===== src/sv/cocs_pkg.sv =====
// cocs_pkg: shared types and code constants for the offset code search block
// no dependencies; imported by the top, front and back modules of the block

package cocs_pkg;

  // configuration register indexes (byte address is 4 * index)
  localparam logic [1:0] REG_MIN_CODE   = 2'd0;
  localparam logic [1:0] REG_MAX_CODE   = 2'd1;
  localparam logic [1:0] REG_TARGET_RAW = 2'd2;
  localparam logic [1:0] REG_MARGIN_RAW = 2'd3;

  typedef enum logic [1:0] {
    OP_START = 2'd0,
    OP_MEAS  = 2'd1,
    OP_FAIL  = 2'd2,
    OP_NONE  = 2'd3
  } op_t;

  localparam logic [1:0] ACT_IDLE   = 2'd0;
  localparam logic [1:0] ACT_APPLY  = 2'd1;
  localparam logic [1:0] ACT_FINISH = 2'd2;

  localparam logic [2:0] ST_OK        = 3'd0;
  localparam logic [2:0] ST_NOT_READY = 3'd1;
  localparam logic [2:0] ST_INVALID   = 3'd2;
  localparam logic [2:0] ST_BUS       = 3'd3;
  localparam logic [2:0] ST_TIMEOUT   = 3'd4;

  localparam logic [2:0] RSN_OK        = 3'd0;
  localparam logic [2:0] RSN_NEAR_LOW  = 3'd1;
  localparam logic [2:0] RSN_NEAR_HIGH = 3'd2;
  localparam logic [2:0] RSN_SAT_LOW   = 3'd3;
  localparam logic [2:0] RSN_SAT_HIGH  = 3'd4;
  localparam logic [2:0] RSN_BUS       = 3'd5;
  localparam logic [2:0] RSN_TIMEOUT   = 3'd6;
  localparam logic [2:0] RSN_INVALID   = 3'd7;

  // reading thresholds in raw converter units
  localparam logic signed [23:0] RAW_NEAR_HIGH = 24'sh6F0000;
  localparam logic signed [23:0] RAW_NEAR_LOW  = -24'sh700000;
  localparam logic signed [23:0] RAW_SAT_HIGH  = 24'sh7F0000;
  localparam logic signed [23:0] RAW_SAT_LOW   = -24'sh800000;

  localparam logic [24:0] ERR_ALL_ONES = '1;

  // classified item handed from front to back
  typedef struct packed {
    op_t                op;
    logic               start_ok;
    logic               fail_tmo;
    logic [2:0]         rsn;
    logic signed [23:0] raw;
    logic [24:0]        err;
  } fe_item_t;

  // one result item
  typedef struct packed {
    logic [1:0]         action;
    logic [7:0]         code;
    logic [2:0]         status;
    logic [2:0]         reason;
    logic signed [23:0] chosen_raw;
    logic               saturated;
    logic [24:0]        residual_error;
  } res_t;

endpackage


===== src/sv/capacitive_offset_code_search_top.sv =====
// capacitive_offset_code_search_top: offset code sweep with front, queue and back
// depends on cocs_pkg, cocs_front, cocs_queue, cocs_back
//
//   channel  | handshake                    | payload
//   ---------+------------------------------+---------------------------------------
//   input    | push / full                  | in_op, in_raw_reading, in_fail_kind
//   result   | pop / empty                  | out_action .. out_residual_error
//   config   | psel penable pwrite pready   | paddr[3:0], pwdata, prdata
//
// one item per cycle sustained while results are popped: an item is classified as
// it is taken and enters the mid queue, the back pops one per cycle while the result
// queue has room and writes one result into it. an item's result passes through the
// mid queue and then the result queue before it shows on the result ports.
// rst_n is synchronous; it empties both queues, clears the sweep and loads register
// defaults. full follows the mid queue, which fills only while the result queue is full.

module capacitive_offset_code_search_top #(
  parameter int CODE_LIMIT = 31,
  parameter int MID_DEPTH  = 4,
  parameter int OUT_DEPTH  = 2
) (
  input  logic               clk,
  input  logic               rst_n,
  input  logic               push,
  output logic               full,
  input  logic [1:0]         in_op,
  input  logic signed [23:0] in_raw_reading,
  input  logic               in_fail_kind,
  output logic               empty,
  input  logic               pop,
  output logic [1:0]         out_action,
  output logic [7:0]         out_code,
  output logic [2:0]         out_status,
  output logic [2:0]         out_reason,
  output logic signed [23:0] out_chosen_raw,
  output logic               out_saturated,
  output logic [24:0]        out_residual_error,
  input  logic               psel,
  input  logic               penable,
  input  logic               pwrite,
  input  logic [3:0]         paddr,
  input  logic [31:0]        pwdata,
  output logic [31:0]        prdata,
  output logic               pready
);

  import cocs_pkg::*;

  localparam int FE_W  = $bits(fe_item_t);
  localparam int RES_W = $bits(res_t);

  logic [7:0]         min_code_r;
  logic [7:0]         max_code_r;
  logic signed [23:0] target_raw_r;
  logic [23:0]        margin_raw_r;
  logic               cfg_wr;
  logic [1:0]         cfg_idx;

  fe_item_t           fe_item;
  fe_item_t           mid_item;
  logic [FE_W-1:0]    mid_rd;
  logic               mid_empty;
  logic               back_go;
  res_t               back_res;
  res_t               out_res;
  logic [RES_W-1:0]   out_rd;
  logic               out_full;

  // configuration port
  assign pready  = 1'b1;
  assign cfg_idx = paddr[3:2];
  assign cfg_wr  = psel && penable && pwrite && pready;

  always_ff @(posedge clk) begin
    if (!rst_n) begin
      min_code_r   <= 8'd0;
      max_code_r   <= 8'd31;
      target_raw_r <= '0;
      margin_raw_r <= '0;
    end else if (cfg_wr) begin
      unique case (cfg_idx)
        REG_MIN_CODE:   min_code_r   <= pwdata[7:0];
        REG_MAX_CODE:   max_code_r   <= pwdata[7:0];
        REG_TARGET_RAW: target_raw_r <= pwdata[23:0];
        REG_MARGIN_RAW: margin_raw_r <= pwdata[23:0];
        default: ;
      endcase
    end
  end

  always_comb begin
    unique case (cfg_idx)
      REG_MIN_CODE:   prdata = {24'd0, min_code_r};
      REG_MAX_CODE:   prdata = {24'd0, max_code_r};
      REG_TARGET_RAW: prdata = {8'd0, target_raw_r};
      REG_MARGIN_RAW: prdata = {8'd0, margin_raw_r};
      default:        prdata = '0;
    endcase
  end

  cocs_front #(
    .CODE_LIMIT (CODE_LIMIT)
  ) u_front (
    .op          (op_t'(in_op)),
    .raw_reading (in_raw_reading),
    .fail_kind   (in_fail_kind),
    .min_code    (min_code_r),
    .max_code    (max_code_r),
    .target_raw  (target_raw_r),
    .item        (fe_item)
  );

  cocs_queue #(
    .WIDTH (FE_W),
    .DEPTH (MID_DEPTH)
  ) u_mid_queue (
    .clk     (clk),
    .rst_n   (rst_n),
    .push    (push),
    .wr_data (fe_item),
    .full    (full),
    .pop     (back_go),
    .rd_data (mid_rd),
    .empty   (mid_empty)
  );

  assign mid_item = fe_item_t'(mid_rd);
  assign back_go  = !mid_empty && !out_full;

  cocs_back #(
    .CODE_LIMIT (CODE_LIMIT)
  ) u_back (
    .clk        (clk),
    .rst_n      (rst_n),
    .item_valid (back_go),
    .item       (mid_item),
    .min_code   (min_code_r),
    .max_code   (max_code_r),
    .margin_raw (margin_raw_r),
    .res        (back_res)
  );

  cocs_queue #(
    .WIDTH (RES_W),
    .DEPTH (OUT_DEPTH)
  ) u_out_queue (
    .clk     (clk),
    .rst_n   (rst_n),
    .push    (back_go),
    .wr_data (back_res),
    .full    (out_full),
    .pop     (pop),
    .rd_data (out_rd),
    .empty   (empty)
  );

  assign out_res            = res_t'(out_rd);
  assign out_action         = out_res.action;
  assign out_code           = out_res.code;
  assign out_status         = out_res.status;
  assign out_reason         = out_res.reason;
  assign out_chosen_raw     = out_res.chosen_raw;
  assign out_saturated      = out_res.saturated;
  assign out_residual_error = out_res.residual_error;

endmodule


===== src/sv/cocs_queue.sv =====
// cocs_queue: small show-ahead queue of packed items
// no package dependency; used between front and back and at the result side

module cocs_queue #(
  parameter int WIDTH = 8,
  parameter int DEPTH = 2
) (
  input  logic             clk,
  input  logic             rst_n,
  input  logic             push,
  input  logic [WIDTH-1:0] wr_data,
  output logic             full,
  input  logic             pop,
  output logic [WIDTH-1:0] rd_data,
  output logic             empty
);

  localparam int PW = (DEPTH > 1) ? $clog2(DEPTH) : 1;
  localparam int CW = $clog2(DEPTH + 1);
  localparam logic [PW-1:0] LAST = PW'(DEPTH - 1);
  localparam logic [CW-1:0] FULL_COUNT = CW'(DEPTH);

  logic [WIDTH-1:0] mem_r [DEPTH];
  logic [PW-1:0]    wr_ptr_r, wr_ptr_nxt;
  logic [PW-1:0]    rd_ptr_r, rd_ptr_nxt;
  logic [CW-1:0]    count_r, count_nxt;
  logic             do_push, do_pop;

  assign full    = (count_r == FULL_COUNT);
  assign empty   = (count_r == '0);
  assign do_push = push && !full;
  assign do_pop  = pop && !empty;
  assign rd_data = mem_r[rd_ptr_r];

  always_comb begin
    wr_ptr_nxt = wr_ptr_r;
    rd_ptr_nxt = rd_ptr_r;
    count_nxt  = count_r;
    if (do_push) begin
      wr_ptr_nxt = (wr_ptr_r == LAST) ? '0 : wr_ptr_r + 1'b1;
    end
    if (do_pop) begin
      rd_ptr_nxt = (rd_ptr_r == LAST) ? '0 : rd_ptr_r + 1'b1;
    end
    if (do_push && !do_pop) begin
      count_nxt = count_r + 1'b1;
    end else if (do_pop && !do_push) begin
      count_nxt = count_r - 1'b1;
    end
  end

  always_ff @(posedge clk) begin
    if (!rst_n) begin
      wr_ptr_r <= '0;
      rd_ptr_r <= '0;
      count_r  <= '0;
    end else begin
      wr_ptr_r <= wr_ptr_nxt;
      rd_ptr_r <= rd_ptr_nxt;
      count_r  <= count_nxt;
    end
  end

  always_ff @(posedge clk) begin
    if (do_push) begin
      mem_r[wr_ptr_r] <= wr_data;
    end
  end

endmodule


===== src/sv/cocs_front.sv =====
// cocs_front: classifies an incoming item against the current configuration
// depends on cocs_pkg (item types, thresholds)

module cocs_front #(
  parameter int CODE_LIMIT = 31
) (
  input  cocs_pkg::op_t           op,
  input  logic signed [23:0]      raw_reading,
  input  logic                    fail_kind,
  input  logic [7:0]              min_code,
  input  logic [7:0]              max_code,
  input  logic signed [23:0]      target_raw,
  output cocs_pkg::fe_item_t      item
);

  import cocs_pkg::*;

  localparam logic [7:0] LIMIT = 8'(CODE_LIMIT);

  logic signed [24:0] diff;
  logic [2:0]         rsn;

  // raw minus target always fits 25 signed bits
  assign diff = 25'(raw_reading) - 25'(target_raw);

  always_comb begin
    if (raw_reading >= RAW_SAT_HIGH) begin
      rsn = RSN_SAT_HIGH;
    end else if (raw_reading <= RAW_SAT_LOW) begin
      rsn = RSN_SAT_LOW;
    end else if (raw_reading >= RAW_NEAR_HIGH) begin
      rsn = RSN_NEAR_HIGH;
    end else if (raw_reading <= RAW_NEAR_LOW) begin
      rsn = RSN_NEAR_LOW;
    end else begin
      rsn = RSN_OK;
    end
  end

  always_comb begin
    item.op       = op;
    item.start_ok = (min_code <= max_code) && (max_code <= LIMIT);
    item.fail_tmo = fail_kind;
    item.rsn      = rsn;
    item.raw      = raw_reading;
    item.err      = diff[24] ? 25'(-diff) : 25'(diff);
  end

endmodule


===== src/sv/cocs_back.sv =====
// cocs_back: sweep state and result generation, one classified item per cycle while item_valid is high
// depends on cocs_pkg (item and result types, codes)

module cocs_back #(
  parameter int CODE_LIMIT = 31
) (
  input  logic                 clk,
  input  logic                 rst_n,
  input  logic                 item_valid,
  input  cocs_pkg::fe_item_t   item,
  input  logic [7:0]           min_code,
  input  logic [7:0]           max_code,
  input  logic [23:0]          margin_raw,
  output cocs_pkg::res_t       res
);

  import cocs_pkg::*;

  localparam logic [7:0] LIMIT = 8'(CODE_LIMIT);

  logic               active_r, active_nxt;
  logic [7:0]         cur_code_r, cur_code_nxt;
  logic               have_best_r, have_best_nxt;
  logic [24:0]        best_err_r, best_err_nxt;
  logic [7:0]         best_code_r, best_code_nxt;
  logic signed [23:0] best_raw_r, best_raw_nxt;
  logic [2:0]         best_rsn_r, best_rsn_nxt;
  logic [7:0]         sat_code_r, sat_code_nxt;
  logic signed [23:0] sat_raw_r, sat_raw_nxt;
  logic [2:0]         sat_rsn_r, sat_rsn_nxt;
  logic [24:0]        sat_err_r, sat_err_nxt;
  logic               is_sat;

  assign is_sat = (item.rsn == RSN_SAT_LOW) || (item.rsn == RSN_SAT_HIGH);

  always_comb begin
    active_nxt    = active_r;
    cur_code_nxt  = cur_code_r;
    have_best_nxt = have_best_r;
    best_err_nxt  = best_err_r;
    best_code_nxt = best_code_r;
    best_raw_nxt  = best_raw_r;
    best_rsn_nxt  = best_rsn_r;
    sat_code_nxt  = sat_code_r;
    sat_raw_nxt   = sat_raw_r;
    sat_rsn_nxt   = sat_rsn_r;
    sat_err_nxt   = sat_err_r;
    res           = '0;
    res.action    = ACT_IDLE;

    if (item.op == OP_START) begin
      if (!item.start_ok) begin
        active_nxt = 1'b0;
        res.status = ST_INVALID;
        res.reason = RSN_INVALID;
      end else begin
        active_nxt    = 1'b1;
        cur_code_nxt  = min_code;
        have_best_nxt = 1'b0;
        best_err_nxt  = ERR_ALL_ONES;
        best_code_nxt = '0;
        best_raw_nxt  = '0;
        best_rsn_nxt  = RSN_OK;
        sat_code_nxt  = '0;
        sat_raw_nxt   = '0;
        sat_rsn_nxt   = RSN_OK;
        sat_err_nxt   = '0;
        res.action    = ACT_APPLY;
        res.code      = min_code;
      end
    end else if (item.op == OP_NONE || !active_r) begin
      res = '0;
    end else if (item.op == OP_FAIL) begin
      active_nxt = 1'b0;
      res.code   = cur_code_r;
      res.status = item.fail_tmo ? ST_TIMEOUT : ST_BUS;
      res.reason = item.fail_tmo ? RSN_TIMEOUT : RSN_BUS;
    end else begin
      if (is_sat) begin
        sat_code_nxt = cur_code_r;
        sat_raw_nxt  = item.raw;
        sat_rsn_nxt  = item.rsn;
        sat_err_nxt  = item.err;
      end else if (!have_best_r || item.err < best_err_r) begin
        have_best_nxt = 1'b1;
        best_err_nxt  = item.err;
        best_code_nxt = cur_code_r;
        best_raw_nxt  = item.raw;
        best_rsn_nxt  = item.rsn;
      end

      if (!is_sat && item.err <= {1'b0, margin_raw}) begin
        // close enough, stop early on this code
        active_nxt         = 1'b0;
        res.action         = ACT_FINISH;
        res.code           = cur_code_r;
        res.reason         = item.rsn;
        res.chosen_raw     = item.raw;
        res.residual_error = item.err;
      end else if (cur_code_r >= max_code || cur_code_r >= LIMIT) begin
        active_nxt = 1'b0;
        res.action = ACT_FINISH;
        if (have_best_nxt) begin
          res.code           = best_code_nxt;
          res.reason         = best_rsn_nxt;
          res.chosen_raw     = best_raw_nxt;
          res.residual_error = best_err_nxt;
        end else begin
          // every reading saturated
          res.code           = sat_code_nxt;
          res.status         = ST_NOT_READY;
          res.reason         = sat_rsn_nxt;
          res.chosen_raw     = sat_raw_nxt;
          res.saturated      = 1'b1;
          res.residual_error = sat_err_nxt;
        end
      end else begin
        cur_code_nxt = cur_code_r + 8'd1;
        res.action   = ACT_APPLY;
        res.code     = cur_code_nxt;
      end
    end
  end

  always_ff @(posedge clk) begin
    if (!rst_n) begin
      active_r    <= 1'b0;
      cur_code_r  <= '0;
      have_best_r <= 1'b0;
      best_err_r  <= ERR_ALL_ONES;
      best_code_r <= '0;
      best_raw_r  <= '0;
      best_rsn_r  <= RSN_OK;
      sat_code_r  <= '0;
      sat_raw_r   <= '0;
      sat_rsn_r   <= RSN_OK;
      sat_err_r   <= '0;
    end else if (item_valid) begin
      active_r    <= active_nxt;
      cur_code_r  <= cur_code_nxt;
      have_best_r <= have_best_nxt;
      best_err_r  <= best_err_nxt;
      best_code_r <= best_code_nxt;
      best_raw_r  <= best_raw_nxt;
      best_rsn_r  <= best_rsn_nxt;
      sat_code_r  <= sat_code_nxt;
      sat_raw_r   <= sat_raw_nxt;
      sat_rsn_r   <= sat_rsn_nxt;
      sat_err_r   <= sat_err_nxt;
    end
  end

endmodule

===== config.mk =====
export PLATFORM = sky130hd
export DESIGN_NAME = capacitive_offset_code_search_top
export DESIGN_NICKNAME = d
export VERILOG_FILES = /design/src/sv/cocs_pkg.sv /design/src/sv/capacitive_offset_code_search_top.sv /design/src/sv/cocs_queue.sv /design/src/sv/cocs_front.sv /design/src/sv/cocs_back.sv
export SDC_FILE = /design/constraint.sdc
export NUM_CORES = 1
export LEC_CHECK = 0
export ABC_AREA = 1
export BUFFER_PORTS_ARGS = -buffer_cell sky130_fd_sc_hd__clkbuf_2
export CORE_ASPECT_RATIO = 2
export CORE_MARGIN = 10
export CORE_UTILIZATION = 30
export CTS_CLUSTER_SIZE = 8
export DETAILED_ROUTE_END_ITERATION = 6
export PLACE_DENSITY = 0.47
export SETUP_SLACK_MARGIN = 0.1
export SYNTH_ARGS = -nofsm -noshare
export SYNTH_HDL_FRONTEND = slang
export SYNTH_HIERARCHICAL = 1
export SYNTH_SLANG_ARGS = --single-unit

===== constraint.sdc =====
create_clock -name clk -period 4.1 [get_ports clk]
set_clock_uncertainty 0.2 [all_clocks]
set_input_delay 0.41 -clock clk [delete_from_list [all_inputs] [get_ports clk]]
set_output_delay 0.41 -clock clk [all_outputs]
set_load 0.05 [all_outputs]

## Word-level counts from Yosys, hierarchy flattened

Memories as Yosys holds them, arrays and structs flattened. A register that Yosys moved wholly into a read port is not among the register bits.
Index checks and enable logic that the tools add are counted.
Widths: inputs -> output; s select.

| word-level totals | value |
|---|---|
| memories kept | 2 |
| register bits after elaboration | 205 |
| RAM bits | 356 |
| output and inout bits | 101 |
| bits of input ports | 70 |
| logic and storage cells | 226 |

| operators by class | value |
|---|---|
| add/subtract/negate cells | 11 |
| magnitude comparators | 10 |
| equal/unequal tests | 16 |
| reduce and logical (&&, ||, !) cells | 42 |
| muxes and demuxes | 124 |

Memory list:

| name | depth | bits a word | read ports | clocked after memory_dff | wr ports | line | source |
|---|---|---|---|---|---|---|---|
| u_mid_queue.mem_r | 4 | 56 | 1 | 1 | 1 | cocs_queue.sv:23 | `logic [WIDTH-1:0] mem_r [DEPTH];` |
| u_out_queue.mem_r | 2 | 66 | 1 | 1 | 1 | cocs_queue.sv:23 |  |

Operator list:

| kind | count |
|---|---|
| $mux 25 | 20 |
| $mux 24 | 16 |
| $mux 8 | 17 |
| $pmux 32 s4 | 1 |
| $mux 50 | 2 |
| $mux 3 | 23 |
| $mux 66 | 1 |
| $mux 27 | 2 |
| $mux 54 | 1 |
| $ge 24x24->1 const B | 2 |
| $le 24x24->1 const B | 2 |
| $mux 1 | 27 |
| $le 25x24->1 | 1 |
| $lt 25x25->1 | 1 |
| $neg 25->25 | 1 |
| $sub 24x24->25 | 1 |
| $mux 10 | 2 |
| $mux 16 | 1 |
| $mux 2 | 8 |
| $eq 2x2->1 const B | 7 |
| $mux 14 | 1 |
| $logic_and 1x1->1 | 13 |
| $logic_not 1->1 | 11 |
| $ne 2x1->1 const B | 5 |
| 24 further kinds | 37 |

## Logic depth before layout (Yosys ltp)

| depth | value |
|---|---|
| depth after elaboration | 13 |
| gate-level depth with buffers | 24 |
| depth with buffers taken out | 20 |

## Cells and area by module

The synthesis kept the hierarchy.

Modules (own cells, without submodules):

| module | cells an instance | instances | sequential area each (um^2) | area each (um^2) |
|---|---|---|---|---|
| cocs_queue at u_mid_queue | 614 | 1 | 6906.6 | 9127.5 |
| cocs_back | 1099 | 1 | 1401.3 | 6408.6 |
| cocs_queue at u_out_queue | 243 | 1 | 4063.9 | 5165.0 |
| cocs_front | 615 | 1 | 0.0 | 3153.0 |
| capacitive_offset_code_search_top | 455 | 1 | 1281.2 | 3070.4 |

## Least setup slack after synthesis

OpenSTA, ideal clock, no wires.

| timing path | value |
|---|---|
| path kind | reg2reg |
| from | reg u_mid_queue.count_r[1] |
| to | mem u_out_queue/mem_r[0][0] in the netlist's numbering, enable pin |
| data arrival time | 3.585 ns |
| clock period less this slack | 4.275 ns |
| path buffers | 0 |
| setup time | 0.490 ns |
| stages on the path, launching flop included | 7 |
| path slack | -0.175 ns |
| required time | 3.410 ns |
| cells stage by stage | dfxtp_1 -> nor2_1 -> nand2_1 -> inv_1 -> nor2_1 -> o21ai_1 -> nor2_1 |

| on the way | value |
|---|---|
| cells in the longest elaborated chain, start to end | 6 |

RTL lines:

| item | line | source |
|---|---|---|
| from (decl) | cocs_queue.sv:26 | `logic [CW-1:0] count_r, count_nxt;` |
| from (signal assigned) | cocs_queue.sv:60 | `count_r <= count_nxt;` |
| $logic_not 3->1 | cocs_queue.sv:30 | `assign empty = (count_r == '0);` |
| via mid_empty | capacitive_offset_code_search_top.sv:62 | `logic mid_empty;` |
| $logic_not 1->1 | capacitive_offset_code_search_top.sv:128 | `assign back_go = !mid_empty && !out_full;` |
| $logic_and 1x1->1 | capacitive_offset_code_search_top.sv:128 |  |
| via back_go | capacitive_offset_code_search_top.sv:63 | `logic back_go;` |
| $logic_and 1x1->1 | cocs_queue.sv:31 | `assign do_push = push && !full;` |
| $mux 1 | cocs_queue.sv:65 | `if (do_push) begin` |
| $mux 1 (not written as such) | cocs_queue.sv:66 | `mem_r[wr_ptr_r] <= wr_data;` |
| to (decl) | cocs_queue.sv:23 |  |

The timed path passes the listed nets, and every way through them passes these cells.

==> summary.txt <==
Critical path
  • Startpoint type of the worst setup path: input port
  • Data arrival time of the worst path: 3.89 ns
  • Dominant cell type by count on the critical path: sky130_fd_sc_hd__nand2_1
  • Max Fanout on Critical Path: 14
  • WP buf/inv: 5
  • Worst Setup Path Type: input port to flop
  • Cell chain of the critical path: dlygate4sd3_1, clkbuf_2, inv_1, ha_1, fa_1, inv_1, nand2_1, nand2_1, nand3_1, nand2_1, nand2_1, nand2_1, nand2_1, nand2_1, nand2_1, nand2_2, inv_2, o21ai_2, nand2_1, xnor2_1
  • Sort of element at the end of the critical path: flop
  • Max stage delay on crit path: about 0.56 ns
  • Required time at the endpoint of the critical path: ~4.3 ns
  • Gate family responsible for the most delay along the worst path: buffers and inverters
  • Critical-path top delay cell: sky130_fd_sc_hd__dlygate4sd3_1

Placement
  • Number of buffer cells added on primary ports: roughly 150
  • Detailed Place HPWL: a little under 60 mm
  • Cell total after placement: ~4200
  • Placed Area: 28750 um2
  • Routability congestion estimate: 0.8345

GRT
  • Global Route met3 Usage: about 2.6%
  • Initial antenna violation count: 4
  • Met1 usage in global routing: 17.91%
  • Global routing usage on met2: between 20% and 30%
  • Number of global-route vias before repair: between 20000 and 25000
  • First-pass GRT wire length: approximately 120 mm
  • Pin count of the biggest net entering global routing: 59
  • GRT busiest layer: met2
  • Total gr overflow: 0
  • Overall routing resource usage: between 10% and 20%

Synthesis
  • Mux cell area share after synthesis: 3.318%
  • Share of synthesized cell area in and, or, nand and nor gates: a little under a quarter
  • Mapped cell area: approximately 27000 um2
  • Fraction of the yosys area taken by sequential cells: roughly 51%
  • Number of synthesized flops with an enable pin: around 360
  • Post-synthesis share of cell area spent on xor and xnor gates: less than 1%
  • Number of different library cells in the post-synthesis netlist: between 50 and 60
  • Synth Area in Compound Gates: a little under a tenth
  • Average footprint of a synthesized cell: 8.898 um2
  • Most common library cells after synthesis: 776 x sky130_fd_sc_hd__nand2_1, 356 x sky130_fd_sc_hd__edfxtp_1, 322 x sky130_fd_sc_hd__nor2_1
  • Top-area cell type share of the netlist area: 39.70%
  • Synthesized instance count: 3026
  • Number of synthesized register bits: slightly above 500
  • Combinational family with the most area after synthesis: simple AND/OR/NAND/NOR gates
  • Yosys warns: 6
  • Arithmetic-cell share of the synthesized area counting full adders, half adders and majority gates: 4.656%
  • Most used standard cell by instance count after synthesis: sky130_fd_sc_hd__nand2_1
  • Synth top area cells: sky130_fd_sc_hd__edfxtp_1 40%, sky130_fd_sc_hd__dfxtp_1 11%, sky130_fd_sc_hd__nand2_1 11%
  • Most used flip-flop cell after synthesis: sky130_fd_sc_hd__edfxtp_1
  • Leading area contributor after synthesis: sky130_fd_sc_hd__edfxtp_1
  • Proportion of synthesized flip-flops having asynchronous set or reset: 0%

Timing
  • Total count of max-transition violations in the final report: 0
  • F_max: roughly 270 MHz
  • Worst slew slack as a fraction of its limit: about a third
  • Final setup violation count: 0
  • RSZ-0062 raised after global routing: true
  • Time the worst path needs with I/O delays and setup: approximately 3.7 ns
  • Final hold vios: 0
  • Share of the cycle needed by the critical path after routing: 90.66%
  • Worst-Margin Slew: slightly below 1 ns

Power
  • Clock Power Share: between 20% and 30%
  • Total power draw: ~24 mW
  • Proportion of power drawn by flip-flops and latches: 29.9%
  • Leakage dissipation: about 13 nW
  • Psw: 10.40 mW
  • Gate power share: a little under half
  • Peak supply drop: just under 0.7 mV
  • Switching share of total power: about 43%
  • Power density over cell area: ~760 nW/um2
  • Cell Int Power: roughly 14 mW

Drt
  • Routed len/inst: roughly 18 um
  • Drt first pass iters: 5
  • Via density per instance: approximately 4.7
  • Via count of the routed design: between 20000 and 25000
  • First DRT Iteration DRCs: 930
  • Remaining routing DRC violations: 0
  • Number of nets still failing antenna checks after routing: 0
  • Total detailed-routing wirelength: roughly 80 mm

Floorplanning
  • Height of the die: between 400 and 500 um
  • Die extent in x: 231.8 um
  • Initial cell density of the core: between 30 and 40%
  • Core footprint: between 80000 and 90000 um2
  • Site Rows: around 160
  • Floorplan die area: ~100000 um2
  • Top Ports: 171

Clock tree
  • Clock sink count: 504
  • CTS H-Tree Depth: 3
  • Clock slew at reported path FFs: about 0.05 ns
  • Worst skew pair latency: 0.63 ns
  • TritonCTS clock tree: built
  • Clock buffer count from CTS: 73
  • Clk Tree Root Cell: sky130_fd_sc_hd__clkbuf_16
  • Max Buffers Root-to-Sink: 3

Job
  • Number of max-cap violations: 0

Layout
  • Layout Cells excl Fill: 4416
  • Layout Utilization: a little over a third
  • Layout overhead on the synthesized area: 16.70%
  • Total Nets Final: roughly 3400
  • Layout cell share with drive strength beyond 1: about 16%
  • Cell area after layout: between 30000 and 40000 um2

Min path
  • Hold Path Class: input port to flop

Status
  • Outcome: complete, no violations
[metal layers]
metal | share of wire, % | vias to the layer above | routed length (um)
met2 | 52 | 343 | 41900
met4 | 3.5 | 6 | 2817
met3 | 3.2 | 104 | 2625
li1 | - | 10428 | -
met5 | 0.030 | - | 24
met1 | 42 | 9819 | 33930
[per-stage QoR]
step,setup TNS [ns],setup WS (ns),hold slack (ns)
after global routing,0,0.09627,0.005589
after detailed placement,0,0.2515,0.2555
after floorplan,-23.11,-0.1751,0.2454
after CTS,0,0.2275,0.001291
after global placement,0,0.2631,0.2517
final,0,0.3830,0.03404
[state kept, by name, indices dropped and copies added, names as in the netlist, named ones only]
signal,count
margin_raw_r,24
u_back/best_code_r,8
u_back/best_err_r,25
u_mid_queue/count_r,3
u_mid_queue/rd_ptr_r,2
u_back/cur_code_r,8
max_code_r,8
target_raw_r,24
u_back/best_raw_r,24
u_mid_queue/mem_r,224
u_back/active_r,1
u_out_queue/mem_r,132
u_back/have_best_r,1
u_back/best_rsn_r,3
u_mid_queue/wr_ptr_r,2
u_out_queue/rd_ptr_r,1
min_code_r,8
u_out_queue/wr_ptr_r,1
u_out_queue/count_r,2
[worst paths after layout]
| check | from | to | slack [ns] | cells after the start |
|---|---|---|---|---|
| setup / recovery | in_raw_reading[0] | u_mid_queue/mem_r[2][17]$_DFFE_PP_ | 0.38 | 20 |
| hold / removal | in_raw_reading[11] | u_mid_queue/mem_r[1][36]$_DFFE_PP_ | 0.03 | 1 |
| setup reg to reg | flop | u_out_queue/mem_r[1][1]$_DFFE_PP_ | 0.39 | 18 |
| hold reg to reg | u_back/best_raw_r[15]$_SDFFE_PN0P_ | u_back/best_raw_r[15]$_SDFFE_PN0P_ | 0.26 | 2 |
[power groups by stage]
stage,combinational (mW),clock (mW),sequential (mW)
2_1_floorplan,8.17,0,7.17
3_3_place_gp,11.1,0,7.25
3_5_place_dp,11.1,0,7.27
4_1_cts,11.2,5.91,7.17
5_1_grt,12.3,6.11,7.26
6_report,11.1,5.73,7.16
[worst reg2reg max path, delay by kind of cell (launching register included)]
family | cells | cell delay (ns)
AO/OA/AOI/OAI | 4 | 0.94
flip-flops | 1 | 0.43
AND/OR/NAND/NOR | 10 | 1.08
buffers and inverters | 3 | 0.53
adder cells (fa/ha/maj) | 1 | 0.33
[cells in the final DEF, fill, tap and decap left out, types with 26 or more instances in the layout]
cell	instances
sky130_fd_sc_hd__o22ai_2	29
sky130_fd_sc_hd__o211ai_1	27
sky130_fd_sc_hd__dlygate4sd3_1	42
sky130_fd_sc_hd__o21ai_1	30
sky130_fd_sc_hd__clkbuf_2	150
sky130_fd_sc_hd__clkbuf_1	42
sky130_fd_sc_hd__o22ai_1	27
sky130_fd_sc_hd__buf_4	52
sky130_fd_sc_hd__ha_1	97
sky130_fd_sc_hd__mux2_2	26
sky130_fd_sc_hd__nand3_1	216
sky130_fd_sc_hd__nor2_4	34
sky130_fd_sc_hd__o21ai_0	134
sky130_fd_sc_hd__nand4_1	28
sky130_fd_sc_hd__nand2_1	773
sky130_fd_sc_hd__nor2_1	316
sky130_fd_sc_hd__a21oi_1	145
sky130_fd_sc_hd__inv_1	271
sky130_fd_sc_hd__mux2_4	40
sky130_fd_sc_hd__edfxtp_1	356
sky130_fd_sc_hd__dfxtp_1	145
sky130_fd_sc_hd__clkbuf_16	79
[cell families (layout without fill, tap and decap cells)]
kind of cell | Yosys count | count (layout)
and+or+nand+nor | 1438 | 1438
DFF | 504 | 504
buffers and inverters | 463 | 668
AOI/OAI and AO/OA | 433 | 433
adders and majority gates | 99 | 99
muxes | 66 | 66
xor gates and xnor gates | 21 | 21
other | 2 | 10
[layout make-up]
cell class	count	area (um2)
diodes	1	2.502
clock buffers	121	2135
clock inverters	2	16.27
fillers	9348	57790
inverters	288	1086
multi-input cells	2066	11230
flip-flops and latches	504	13660
well taps	1177	1473
repair buffers	257	1813
[what timing repair did]
action | 4_1_cts | 5_1_grt
endpoints found under the hold margin | 127 | 4
setup buffers | 0 | 3
hold buffers | 41 | 1
resized for setup | 0 | 15
setup endpoints to repair | 0 | 129
(Power assumes the default switching activity.)
